## src/fpr_pkg.sv

```systemverilog
// fpr_pkg: shared types and constants of the fifo page replacement unit
// no dependencies
`default_nettype none
package fpr_pkg;

	localparam int ADDR_W   = 24;
	localparam int PSIZE_W  = 16;
	localparam int FCNT_W   = 5;
	localparam int STATUS_W = 2;
	localparam int FRAME_W  = 4;
	localparam int EVICT_W  = 8;
	localparam int CFG_IDX_W = 1;

	// restoring division, one quotient bit per step
	localparam int DIV_STEPS = ADDR_W;
	localparam int DIV_CNT_W = $clog2(DIV_STEPS);

	localparam logic [PSIZE_W-1:0] PAGE_SIZE_RST   = 16'd1024;
	localparam logic [FCNT_W-1:0]  FRAME_COUNT_RST = 5'd4;

	typedef enum logic [CFG_IDX_W-1:0] {
		REG_PAGE_SIZE   = 1'b0,
		REG_FRAME_COUNT = 1'b1
	} cfg_reg_t;

	typedef enum logic [STATUS_W-1:0] {
		ST_HIT     = 2'd0,
		ST_LOADED  = 2'd1,
		ST_REPLACE = 2'd2,
		ST_RANGE   = 2'd3
	} status_t;

	typedef struct packed {
		logic [ADDR_W-1:0]  quotient;
		logic [PSIZE_W-1:0] remainder;
	} div_res_t;

endpackage
`default_nettype wire

```

## src/fpr_ram.sv

```systemverilog
// fpr_ram: generic simple dual port ram, one write and one registered read port
// no dependencies
`default_nettype none
module fpr_ram #(
	parameter int WIDTH = 8,
	parameter int DEPTH = 16
) (
	input  wire logic                                     clk,
	input  wire logic                                     we,
	input  wire logic [(DEPTH > 1 ? $clog2(DEPTH) : 1)-1:0] waddr,
	input  wire logic [WIDTH-1:0]                         wdata,
	input  wire logic [(DEPTH > 1 ? $clog2(DEPTH) : 1)-1:0] raddr,
	output logic      [WIDTH-1:0]                         rdata
);

	logic [WIDTH-1:0] mem_q [DEPTH];

	always_ff @(posedge clk) begin
		if (we) begin
			mem_q[waddr] <= wdata;
		end
		rdata <= mem_q[raddr];
	end

endmodule
`default_nettype wire

```

## src/fpr_div.sv

```systemverilog
// fpr_div: sequential restoring divider, 24-bit dividend by 16-bit divisor
// depends on fpr_pkg
`default_nettype none
module fpr_div (
	input  wire logic                          clk,
	input  wire logic                          arst_n,
	input  wire logic                          go,
	input  wire logic [fpr_pkg::ADDR_W-1:0]    dividend,
	input  wire logic [fpr_pkg::PSIZE_W-1:0]   divisor,
	output logic                               done,
	output fpr_pkg::div_res_t                  res
);
	import fpr_pkg::*;

	logic                 run_q;
	logic                 done_q;
	logic [DIV_CNT_W-1:0] cnt_q;
	logic [ADDR_W-1:0]    quo_q;
	logic [PSIZE_W-1:0]   rem_q;
	logic [PSIZE_W-1:0]   dvs_q;

	logic [PSIZE_W:0]     shifted;
	logic [PSIZE_W+1:0]   diff;
	logic                 fits;

	always_comb begin
		shifted = {rem_q, quo_q[ADDR_W-1]};
		diff    = {1'b0, shifted} - {2'b00, dvs_q};
		fits    = ~diff[PSIZE_W+1];
	end

	always_ff @(posedge clk or negedge arst_n) begin
		if (!arst_n) begin
			run_q  <= 1'b0;
			done_q <= 1'b0;
			cnt_q  <= '0;
		end else begin
			done_q <= 1'b0;
			if (go) begin
				run_q <= 1'b1;
				cnt_q <= '0;
			end else if (run_q) begin
				cnt_q <= cnt_q + DIV_CNT_W'(1);
				if (cnt_q == DIV_CNT_W'(DIV_STEPS - 1)) begin
					run_q  <= 1'b0;
					done_q <= 1'b1;
				end
			end
		end
	end

	always_ff @(posedge clk) begin
		if (go) begin
			quo_q <= dividend;
			rem_q <= '0;
			dvs_q <= divisor;
		end else if (run_q) begin
			quo_q <= {quo_q[ADDR_W-2:0], fits};
			rem_q <= fits ? diff[PSIZE_W-1:0] : shifted[PSIZE_W-1:0];
		end
	end

	assign done          = done_q;
	assign res.quotient  = quo_q;
	assign res.remainder = rem_q;

endmodule
`default_nettype wire

```

## src/fifo_page_replacement.sv

```systemverilog
// fifo_page_replacement: top level, address split, resident lookup, fifo replacement
// depends on fpr_pkg, fpr_div, fpr_ram
//
// channel   direction  signals                                          handshake
// command   in         vaddr                                            start & !busy
// result    out        page_number page_offset status frame_number      result_valid
//                      evicted_page evicted_valid                       (one cycle)
// config    in         cfg_index cfg_wdata                              cfg_we
//
// from the accepting edge: 24 divider steps (one quotient bit each), quotient hand-over,
// one range check in S_CHECK with the resident map read; an out of range page returns
// from S_CHECK, a hit or a free-frame load from S_LOOKUP, a replacement from S_COMMIT
// after S_EVICT; busy falls with the result strobe, so the next item can start at the
// edge that ends it; after reset a clearing pass over all MAX_PAGES entries wipes the
// resident map, busy is high; results are shown for one cycle and cannot be stalled
`default_nettype none
module fifo_page_replacement #(
	parameter int MAX_PAGES  = 256,
	parameter int MAX_FRAMES = 16
) (
	input  wire logic                            clk,
	input  wire logic                            arst_n,
	input  wire logic                            start,
	output logic                                 busy,
	input  wire logic [fpr_pkg::ADDR_W-1:0]      vaddr,
	input  wire logic                            cfg_we,
	input  wire logic [fpr_pkg::CFG_IDX_W-1:0]   cfg_index,
	input  wire logic [fpr_pkg::PSIZE_W-1:0]     cfg_wdata,
	output logic                                 result_valid,
	output logic      [fpr_pkg::ADDR_W-1:0]      page_number,
	output logic      [fpr_pkg::PSIZE_W-1:0]     page_offset,
	output logic      [fpr_pkg::STATUS_W-1:0]    status,
	output logic      [fpr_pkg::FRAME_W-1:0]     frame_number,
	output logic      [fpr_pkg::EVICT_W-1:0]     evicted_page,
	output logic                                 evicted_valid
);
	import fpr_pkg::*;

	localparam int PW  = $clog2(MAX_PAGES);
	localparam int FW  = MAX_FRAMES > 1 ? $clog2(MAX_FRAMES) : 1;
	localparam int FCW = $clog2(MAX_FRAMES + 1);

	typedef enum logic [6:0] {
		S_CLEAR  = 7'b0000001,
		S_IDLE   = 7'b0000010,
		S_DIV    = 7'b0000100,
		S_CHECK  = 7'b0001000,
		S_LOOKUP = 7'b0010000,
		S_EVICT  = 7'b0100000,
		S_COMMIT = 7'b1000000
	} state_t;

	state_t               state_q, state_d;
	logic [PSIZE_W-1:0]   page_size_q;
	logic [FCNT_W-1:0]    frame_count_q;
	logic [PW-1:0]        clr_cnt_q;
	logic [FCW-1:0]       filled_q;
	logic [FW-1:0]        oldest_q;
	logic [FW-1:0]        frame_q;
	logic [PW-1:0]        evict_q;
	logic                 result_valid_q;

	logic                 accept;
	logic [PSIZE_W-1:0]   divisor;
	logic                 div_done;
	div_res_t             div_res;

	logic                 res_we;
	logic [PW-1:0]        res_waddr;
	logic [FW:0]          res_wdata;
	logic [FW:0]          res_rdata;
	logic                 fp_we;
	logic [FW-1:0]        fp_waddr;
	logic [PW-1:0]        fp_wdata;
	logic [PW-1:0]        fp_rdata;

	logic [PW-1:0]        page;
	logic                 in_range;
	logic [FCNT_W-1:0]    fc_min;
	logic [FCW-1:0]       n_eff;
	logic                 can_load;
	logic [FW-1:0]        victim;
	logic [FCW-1:0]       nxt;
	logic [FW-1:0]        oldest_d;

	assign accept  = start && state_q == S_IDLE;
	assign busy    = state_q != S_IDLE;
	assign divisor = (page_size_q == '0) ? PSIZE_W'(1) : page_size_q;

	fpr_div u_div (
		.clk      (clk),
		.arst_n   (arst_n),
		.go       (accept),
		.dividend (vaddr),
		.divisor  (divisor),
		.done     (div_done),
		.res      (div_res)
	);

	// resident map: valid bit and holding frame per page
	fpr_ram #(.WIDTH(FW + 1), .DEPTH(MAX_PAGES)) u_res_ram (
		.clk   (clk),
		.we    (res_we),
		.waddr (res_waddr),
		.wdata (res_wdata),
		.raddr (page),
		.rdata (res_rdata)
	);

	// frame table: page held by each frame
	fpr_ram #(.WIDTH(PW), .DEPTH(MAX_FRAMES)) u_fp_ram (
		.clk   (clk),
		.we    (fp_we),
		.waddr (fp_waddr),
		.wdata (fp_wdata),
		.raddr (victim),
		.rdata (fp_rdata)
	);

	always_comb begin
		page     = div_res.quotient[PW-1:0];
		in_range = div_res.quotient < ADDR_W'(MAX_PAGES);
		fc_min   = (frame_count_q == '0) ? FCNT_W'(1) : frame_count_q;
		n_eff    = (32'(fc_min) > MAX_FRAMES) ? FCW'(MAX_FRAMES) : FCW'(fc_min);
		can_load = filled_q < n_eff;
		victim   = (FCW'(oldest_q) < n_eff) ? oldest_q : '0;
		nxt      = FCW'(frame_q) + FCW'(1);
		oldest_d = (nxt >= n_eff) ? '0 : nxt[FW-1:0];
	end

	always_comb begin
		state_d   = state_q;
		res_we    = 1'b0;
		res_waddr = page;
		res_wdata = '0;
		fp_we     = 1'b0;
		fp_waddr  = frame_q;
		fp_wdata  = page;
		case (state_q)
			S_CLEAR: begin
				res_we    = 1'b1;
				res_waddr = clr_cnt_q;
				if (clr_cnt_q == PW'(MAX_PAGES - 1)) begin
					state_d = S_IDLE;
				end
			end
			S_IDLE: begin
				if (start) begin
					state_d = S_DIV;
				end
			end
			S_DIV: begin
				if (div_done) begin
					state_d = S_CHECK;
				end
			end
			S_CHECK: begin
				state_d = in_range ? S_LOOKUP : S_IDLE;
			end
			S_LOOKUP: begin
				if (res_rdata[FW]) begin
					state_d = S_IDLE;
				end else if (can_load) begin
					res_we    = 1'b1;
					res_wdata = {1'b1, filled_q[FW-1:0]};
					fp_we     = 1'b1;
					fp_waddr  = filled_q[FW-1:0];
					state_d   = S_IDLE;
				end else begin
					state_d = S_EVICT;
				end
			end
			S_EVICT: begin
				// drop the old page, hand the frame to the new one
				res_we    = 1'b1;
				res_waddr = fp_rdata;
				fp_we     = 1'b1;
				state_d   = S_COMMIT;
			end
			S_COMMIT: begin
				res_we    = 1'b1;
				res_wdata = {1'b1, frame_q};
				state_d   = S_IDLE;
			end
			default: begin
				state_d = S_IDLE;
			end
		endcase
	end

	always_ff @(posedge clk or negedge arst_n) begin
		if (!arst_n) begin
			state_q        <= S_CLEAR;
			clr_cnt_q      <= '0;
			page_size_q    <= PAGE_SIZE_RST;
			frame_count_q  <= FRAME_COUNT_RST;
			filled_q       <= '0;
			oldest_q       <= '0;
			result_valid_q <= 1'b0;
		end else begin
			state_q        <= state_d;
			result_valid_q <= 1'b0;
			if (state_q == S_CLEAR) begin
				clr_cnt_q <= clr_cnt_q + PW'(1);
			end
			if (cfg_we) begin
				case (cfg_index)
					REG_PAGE_SIZE:   page_size_q   <= cfg_wdata;
					REG_FRAME_COUNT: frame_count_q <= cfg_wdata[FCNT_W-1:0];
					default: ;
				endcase
			end
			if (state_q == S_CHECK && !in_range) begin
				result_valid_q <= 1'b1;
			end
			if (state_q == S_LOOKUP && (res_rdata[FW] || can_load)) begin
				result_valid_q <= 1'b1;
			end
			if (state_q == S_LOOKUP && !res_rdata[FW] && can_load) begin
				filled_q <= filled_q + FCW'(1);
			end
			if (state_q == S_COMMIT) begin
				oldest_q       <= oldest_d;
				result_valid_q <= 1'b1;
			end
		end
	end

	// transaction payload
	always_ff @(posedge clk) begin
		if (state_q == S_CHECK) begin
			page_number   <= div_res.quotient;
			page_offset   <= div_res.remainder;
			status        <= ST_RANGE;
			frame_number  <= '0;
			evicted_page  <= '0;
			evicted_valid <= 1'b0;
		end
		if (state_q == S_LOOKUP) begin
			frame_q <= victim;
			if (res_rdata[FW]) begin
				status       <= ST_HIT;
				frame_number <= FRAME_W'(res_rdata[FW-1:0]);
			end else if (can_load) begin
				status       <= ST_LOADED;
				frame_number <= FRAME_W'(filled_q);
			end
		end
		if (state_q == S_EVICT) begin
			evict_q <= fp_rdata;
		end
		if (state_q == S_COMMIT) begin
			status        <= ST_REPLACE;
			frame_number  <= FRAME_W'(frame_q);
			evicted_page  <= EVICT_W'(evict_q);
			evicted_valid <= 1'b1;
		end
	end

	assign result_valid = result_valid_q;

	a_accept_busy: assert property (@(posedge clk) disable iff (!arst_n)
		start && !busy |=> busy)
		else $error("accepted transaction did not raise busy");

	a_single_result: assert property (@(posedge clk) disable iff (!arst_n)
		result_valid |=> !result_valid)
		else $error("result strobe longer than one cycle");

	a_filled_bound: assert property (@(posedge clk) disable iff (!arst_n)
		filled_q <= FCW'(MAX_FRAMES))
		else $error("fill count beyond frame capacity");

	a_evict_status: assert property (@(posedge clk) disable iff (!arst_n)
		result_valid && evicted_valid |-> status == ST_REPLACE)
		else $error("eviction reported without replacement status");

endmodule
`default_nettype wire

```

## config.mk

```make
export PLATFORM = sky130hd
export DESIGN_NAME = fifo_page_replacement
export DESIGN_NICKNAME = d
export VERILOG_FILES = /design/src/fpr_pkg.sv /design/src/fpr_ram.sv /design/src/fpr_div.sv /design/src/fifo_page_replacement.sv
export SDC_FILE = /design/constraint.sdc
export NUM_CORES = 2
export LEC_CHECK = 0
export BUFFER_PORTS_ARGS = -buffer_cell sky130_fd_sc_hd__clkbuf_2
export CAP_MARGIN = 20
export CORE_MARGIN = 1.5
export CORE_UTILIZATION = 45
export CTS_CLUSTER_DIAMETER = 40
export DETAILED_ROUTE_END_ITERATION = 8
export GPL_ROUTABILITY_DRIVEN = 0
export SYNTH_ARGS = -nofsm -noshare
export SYNTH_HDL_FRONTEND = slang
export SYNTH_HIERARCHICAL = 1
export SYNTH_SLANG_ARGS = --single-unit
```

## constraint.sdc

```tcl
create_clock -name clk -period 23 [get_ports clk]
set_input_delay 2.3 -clock clk [delete_from_list [all_inputs] [get_ports clk]]
set_output_delay 2.3 -clock clk [all_outputs]
set_load 0.005 [all_outputs]
```

Word level (Yosys, flattened, before mapping)
Memories as Yosys holds them, arrays and structs flattened. A register that Yosys moved wholly into a read port is not among the register bits.
Index checks and enable logic that the tools add are counted.
- equality and inequality tests: 13
- order comparisons: 5
- $add $sub $neg: 5
- reduce and logical (&&, ||, !) cells: 16
- multiplexer cells: 51
- bitwise operators: 2
- operators by type and width (operator ; number):
    2-to-1 mux 24 bit ; 2
    case mux 7 bit (6 select lines) ; 1
    2-to-1 mux 4 bit ; 10
    2-to-1 mux 5 bit ; 7
    less-than comparator 24 x 9 -> 1 bit, second input constant ; 1
    2-to-1 mux 7 bit ; 3
    subtractor 17 x 16 -> 18 bit ; 1
    logical NOT 16 bit ; 1
    2-to-1 mux 16 bit ; 1
    2-to-1 mux 8 bit ; 2
    case mux 8 bit (2 select lines) ; 1
    2-to-1 mux 1 bit ; 15
    2-to-1 mux 6 bit ; 2
    adder 5 x 1 -> 5 bit, second input constant ; 2
    case mux 5 bit (2 select lines) ; 1
    adder 8 x 1 -> 8 bit, second input constant ; 1
    == test 8 bit, second input constant ; 1
    2-to-1 mux 2 bit ; 4
    == test 7 x 1 -> 1 bit, second input constant ; 1
    == test 7 x 2 -> 1 bit, second input constant ; 1
    == test 7 x 3 -> 1 bit, second input constant ; 1
    == test 7 x 4 -> 1 bit, second input constant ; 1
    == test 7 x 5 -> 1 bit, second input constant ; 1
    == test 7 x 6 -> 1 bit, second input constant ; 1
    other kinds (20) ; 30
- register bits: 176
- memory bits (writable): 1408
- input bits: 45
- output and inout bits: 57
- memories: 2
- memories (memory ; words ; width ; read ports ; clocked after memory_dff ; write ports ; RTL line ; text):
    u_res_ram.mem_q ; 256 ; 5 ; 1 ; 1 ; 1 ; fpr_ram.sv:16 ; logic [WIDTH-1:0] mem_q [DEPTH];
    u_fp_ram.mem_q ; 16 ; 8 ; 1 ; 1 ; 1 ; fpr_ram.sv:16 ;

Depth between registers and ports, before layout
- depth after elaboration: 10
- gate-level depth with buffers: 13
- depth with buffers taken out: 11

By module
Netlist, hierarchy kept.
- by module, submodules not included (module ; area an instance (um2) ; times used ; cells each):
    fpr_ram at u_res_ram ; 50284.5 ; 1 ; 2497
    fpr_ram at u_fp_ram ; 5147.4 ; 1 ; 229
    fifo_page_replacement ; 4775.8 ; 1 ; 363
    fpr_div ; 3462.1 ; 1 ; 317

Least setup slack after synthesis
OpenSTA, ideal clock, no wires.
- path type: register to register
- start point: reg state_q[4]
- end point: mem u_res_ram/mem_q[0][1] (netlist bit) (data pin)
- buffers on the path: 1
- required time: 20.813 ns
- library setup time: 2.187 ns
- cell stages (with the launch flop): 6
- arrival: 11.656 ns
- path slack: 9.158 ns
- cell sequence: dfrtp_1 -> or3_1 -> or3_4 -> or3b_4 -> buf_2 -> o21ai_0
- cells in the longest elaborated chain, start to end: 2
- ends and longest elaborated chain (item ; RTL line ; text):
    start: declaration ; fifo_page_replacement.sv:53 ; state_t state_q, state_d;
    start signal: assignment ; fifo_page_replacement.sv:201 ; state_q <= state_d;
    == test 7 bit or == test 7 x 5 -> 1 bit (tied branches) ; fifo_page_replacement.sv:139 ; case (state_q)
    case mux 5 bit (2 select lines) * ; fifo_page_replacement.sv:139 ;
    via res_wdata[1] ; fifo_page_replacement.sv:70 ; logic [FW:0] res_wdata;
    end: declaration ; fpr_ram.sv:16 ;
Mark *: on every way through the listed nets, which the timed path passes. The rest lies on a longest branch.

Worst setup path in the final report
- start point: reg state_q[6]
- end point: mem u_res_ram/mem_q[54][0] (netlist bit), enable pin
- cells in the longest elaborated chain, start to end: 5
- ends and longest elaborated chain (item ; RTL line ; text):
    == test 7 x 1 -> 1 bit (tied with other cells) ; fifo_page_replacement.sv:139 ;
    OR reduction 3 bit (no source line) ; -- ;
    case mux 1 bit (2 select lines) * ; fifo_page_replacement.sv:139 ;
    via res_we ; fifo_page_replacement.sv:68 ; logic res_we;
    2-to-1 mux 1 bit * ; fpr_ram.sv:19 ; if (we) begin
    2-to-1 mux 1 bit (not written as such) * ; fpr_ram.sv:20 ; mem_q[waddr] <= wdata;
Marked as above.

==> key figures <==
Outcome
  – Status: complete, no violations

Power and ir drop
  – Peak supply drop: 0.105 mV
  – Leak: 20.4 nW
  – Pwr/cell area: 110 nW/µm²
  – Total power: 8.01 mW

Die
  – FP Rows: 137
  – Starting Density: 0.455
  – DIE AREA: 144000 µm²
  – Die Wd: 379 µm
  – Core area: 140000 µm²
  – Top-level I/O count: 102
  – Die height: 379 µm

Clocking
  – Post-cts repair resize count: 0
  – CTS tree: built
  – TritonCTS buffer count: 189
  – Post-CTS Hold Fix Bufs: 0
  – Clock sinks: 1597
  – Root Driver: clkbuf_16
  – Clk buf depth: 3
  – H-tree Lvls: 4
  – Clock transition at the registers of the reported paths: 0.06 ns
  – Clk_lat worst skew: 0.81 ns
  – Post CTS Setup Buffer Count: 0

Setup path
  – Delay-heaviest family, CP: simple AND/OR/NAND/NOR gates
  – Top cell by count, worst path: buf_4
  – Worst setup SP type: register
  – Crit Path Max Fanout: 79
  – Slowest CP cell: nand3_1
  – Worst Path Arrival: 6.03 ns
  – Critical path class: register to register
  – Critical path buffer and inverter count: 2
  – Worst EP required: 23.43 ns
  – Critical Path, Cell by Cell: nor4_1, and3_1, nand2b_1, o21ai_4, buf_4, or3_1, nand3_1, buf_4, nor2_1
  – CP peak stage delay: 0.96 ns
  – Crit path capture type: register

Route
  – Drt first pass iters: 5
  – Vias/cell: 5.93
  – Final WL: 158000 µm
  – Via count: 33200
  – Wire per inst: 28.2 µm
  – 1st-iter DRT viols: 3599
  – Routed Antenna Nets: 0
  – Residual DRC: 0

Synth
  – Netlist cell types: 85
  – Cell accounting for the most synthesized area: edfxtp_1
  – Seq/Total Area, Yosys: 0.743
  – Synth Area in Simple Gates: 0.0498
  – Top cells by area, synth: edfxtp_1 71%, mux4_2 11%, dfrtp_1 2.0%
  – Cell Area, Synth: 63700 µm²
  – Adder-cell area share of the yosys netlist: 0.00601
  – Syn_nets: 3481
  – Ys flop type: edfxtp_1
  – XOR/XNOR Fraction of Synth Area: 0.00330
  – Synth warnings: 6
  – Syn avg cell area: 18.7 µm²
  – Largest family of logic cells by synthesized area: multiplexers
  – FF+latch count, synth: 1597
  – Top-area cell type share of the netlist area: 0.711
  – Number of synthesized flops with an enable pin: 1508
  – FFs w/ async S/R, synth: 0.0332
  – Synth Area in Compound Gates: 0.0406
  – Mux contribution to synthesized area: 0.139
  – Synth Instances: 3406

GRT
  – Pin count of the biggest net entering global routing: 222
  – First-pass GRT wire length: 230000 µm
  – GR Util All Layers: 0.221
  – Initial antenna violation count: 1
  – Vias in the first global route: 33300
  – Grt ovf: 0

STA
  – Endpoints failing hold: 0
  – Min Tclk post-route: 5.60 ns
  – Peak Freq: 0.179 GHz
  – Setup Skew: 0.0266 ns
  – Pins Over Slew Limit: 0
  – Slew HR: 0.203
  – Setup TNS: 0 ns
  – Unrepaired setup endpoints after global routing: no
  – Worst-Margin Slew: 1.18 ns
  – Final setup viols: 0
  – Fin crit share: 0.244

Final layout
  – Area growth, synth to finish: 14.2%
  – Final #Nets: 3637
  – Share of cells above drive strength 1: 0.234

Run
  – Max_cap viols: 0

Placed design
  – Dpl hpwl: 96700 µm
  – Input/output buffers: 101

Worst hold path
  – HP Class: register to register
[where the power goes]
group	total [mW]	switching, mW	internal [mW]
clock network	3.05	1.21	1.83
registers	3.33	0.0724	3.26
logic	1.63	1.08	0.551
[state kept, by name, indices dropped and copies added, names as in the netlist, 2 cells and up]
| name | cells |
|---|---|
| u_res_ram/mem_q | 1280 |
| u_fp_ram/mem_q | 128 |
| page_number | 24 |
| u_div/quo_q | 24 |
| page_offset | 16 |
| page_size_q | 16 |
| u_div/dvs_q | 16 |
| u_div/rem_q | 16 |
| clr_cnt_q | 8 |
| evict_q | 8 |
| evicted_page | 8 |
| u_fp_ram/rdata | 8 |
| state_q | 7 |
| filled_q | 5 |
| frame_count_q | 5 |
| u_div/cnt_q | 5 |
| u_res_ram/rdata | 5 |
| frame_number | 4 |
| frame_q | 4 |
| oldest_q | 4 |
| status | 2 |
[through the flow]
step	utilization	setup WS (ns)	cell area, µm²	std cells	hold WS (ns)
finish	0.520	17.40	72700	5598	0.463
global route	0.520	17.00	72700	5595	0.482
CTS	0.520	17.49	72700	5595	0.462
detailed placement	0.473	17.50	66200	5247	0.450
global placement	0.473	17.64	66200	5247	0.452
floorplan	-	9.16	63700	3406	0.409
[worst paths after layout]
kind,to,from,cells past startpoint,slack [ns]
max,u_res_ram/mem_q[54][0]$_DFFE_PP_,state_q[6]$_DFFE_PN0P_,9,17.40
min,evicted_valid$_SDFFE_PP1P_,evicted_valid$_SDFFE_PP1P_,2,0.46
max reg2reg,u_res_ram/mem_q[54][0]$_DFFE_PP_,state_q[6]$_DFFE_PN0P_,9,17.40
min reg2reg,evicted_valid$_SDFFE_PP1P_,evicted_valid$_SDFFE_PP1P_,2,0.46
max in group asynchronous,state_q[5]$_DFFE_PN0P_,arst_n,2,20.79
min in group asynchronous,page_size_q[7]$_DFFE_PN0P_,arst_n,2,1.68
[cells in the final DEF, fill, tap and decap left out, types with 12 or more instances in the layout]
cell | synthesis | layout
clkbuf_2 | 0 | 101
edfxtp_1 | 1508 | 1508
clkinv_1 | 0 | 20
and2_1 | 15 | 14
nand2_1 | 115 | 115
a21o_1 | 15 | 15
nand4_1 | 24 | 24
inv_6 | 0 | 13
a22o_1 | 12 | 12
dfrtp_1 | 50 | 50
nand3_1 | 50 | 50
nor2b_1 | 20 | 18
ha_1 | 29 | 29
mux4_1 | 14 | 14
mux2_2 | 52 | 52
inv_1 | 35 | 32
nor3_1 | 28 | 28
o21ai_0 | 41 | 36
clkinv_2 | 0 | 21
clkinv_4 | 0 | 21
nor4_1 | 27 | 27
a22oi_1 | 72 | 72
a21oi_1 | 46 | 46
inv_8 | 0 | 13
a32oi_1 | 12 | 12
buf_4 | 26 | 60
nand2b_1 | 27 | 27
bufinv_16 | 0 | 22
clkbuf_1 | 120 | 24
dfxtp_1 | 36 | 36
mux4_2 | 307 | 307
o22ai_1 | 35 | 35
a211oi_1 | 17 | 17
clkbuf_16 | 0 | 195
mux2i_1 | 98 | 98
nor2_1 | 333 | 332
xnor2_1 | 15 | 15
[Yosys cell counts, types with 9 or more instances]
cell / instances
and2_1: 15
mux2_2: 52
buf_1: 12
dfrtp_1: 50
xor2_1: 9
nor4_1: 27
a31oi_1: 10
nand4_1: 24
inv_1: 35
buf_4: 26
o221ai_1: 10
nand3_1: 50
a21oi_1: 46
and3_1: 9
o21ai_0: 41
a32oi_1: 12
o22ai_1: 35
mux2i_1: 98
nor3_1: 28
mux4_2: 307
nand2b_1: 27
a22oi_1: 72
a22o_1: 12
buf_6: 11
ha_1: 29
dfxtp_1: 36
mux4_1: 14
buf_2: 32
xnor2_1: 15
edfxtp_1: 1508
nand2_1: 115
nor2_1: 333
clkbuf_1: 120
a211oi_1: 17
a21o_1: 15
nor2b_1: 20
[layout make-up]
type | count | area, µm²
Fill cell | 11200 | 67200
Sequential cell | 1597 | 47300
Multi-Input combinational cell | 1570 | 15300
Clock buffer | 224 | 5040
Tap cell | 1876 | 2350
Clock inverter | 124 | 1440
Timing Repair Buffer | 169 | 1120
Inverter | 35 | 131
Antenna cell | 3 | 7.51
[cell families after synthesis]
group,after synthesis
adder cells (fa/ha/maj),30
multiplexers,471
buffers and inverters,239
AND/OR/NAND/NOR,688
XOR/XNOR,24
AO/OA/AOI/OAI,357
flip-flops,1597
[tightest hold or removal path, cell delays in order (launching register included)]
cell	delay (ns)
dfxtp_1	0.32
nand2_1	0.06
nand2_1	0.04
[layer usage]
layer / up-vias / wire [µm] / global-route usage
met5: - / 14 / 0
met4: 2 / 4550 / 0.0774
met3: 268 / 11300 / 0.0420
met2: 1377 / 75100 / 0.349
met1: 17400 / 66800 / 0.309
li1: 14200 / - / -
(Power assumes the default switching activity.)
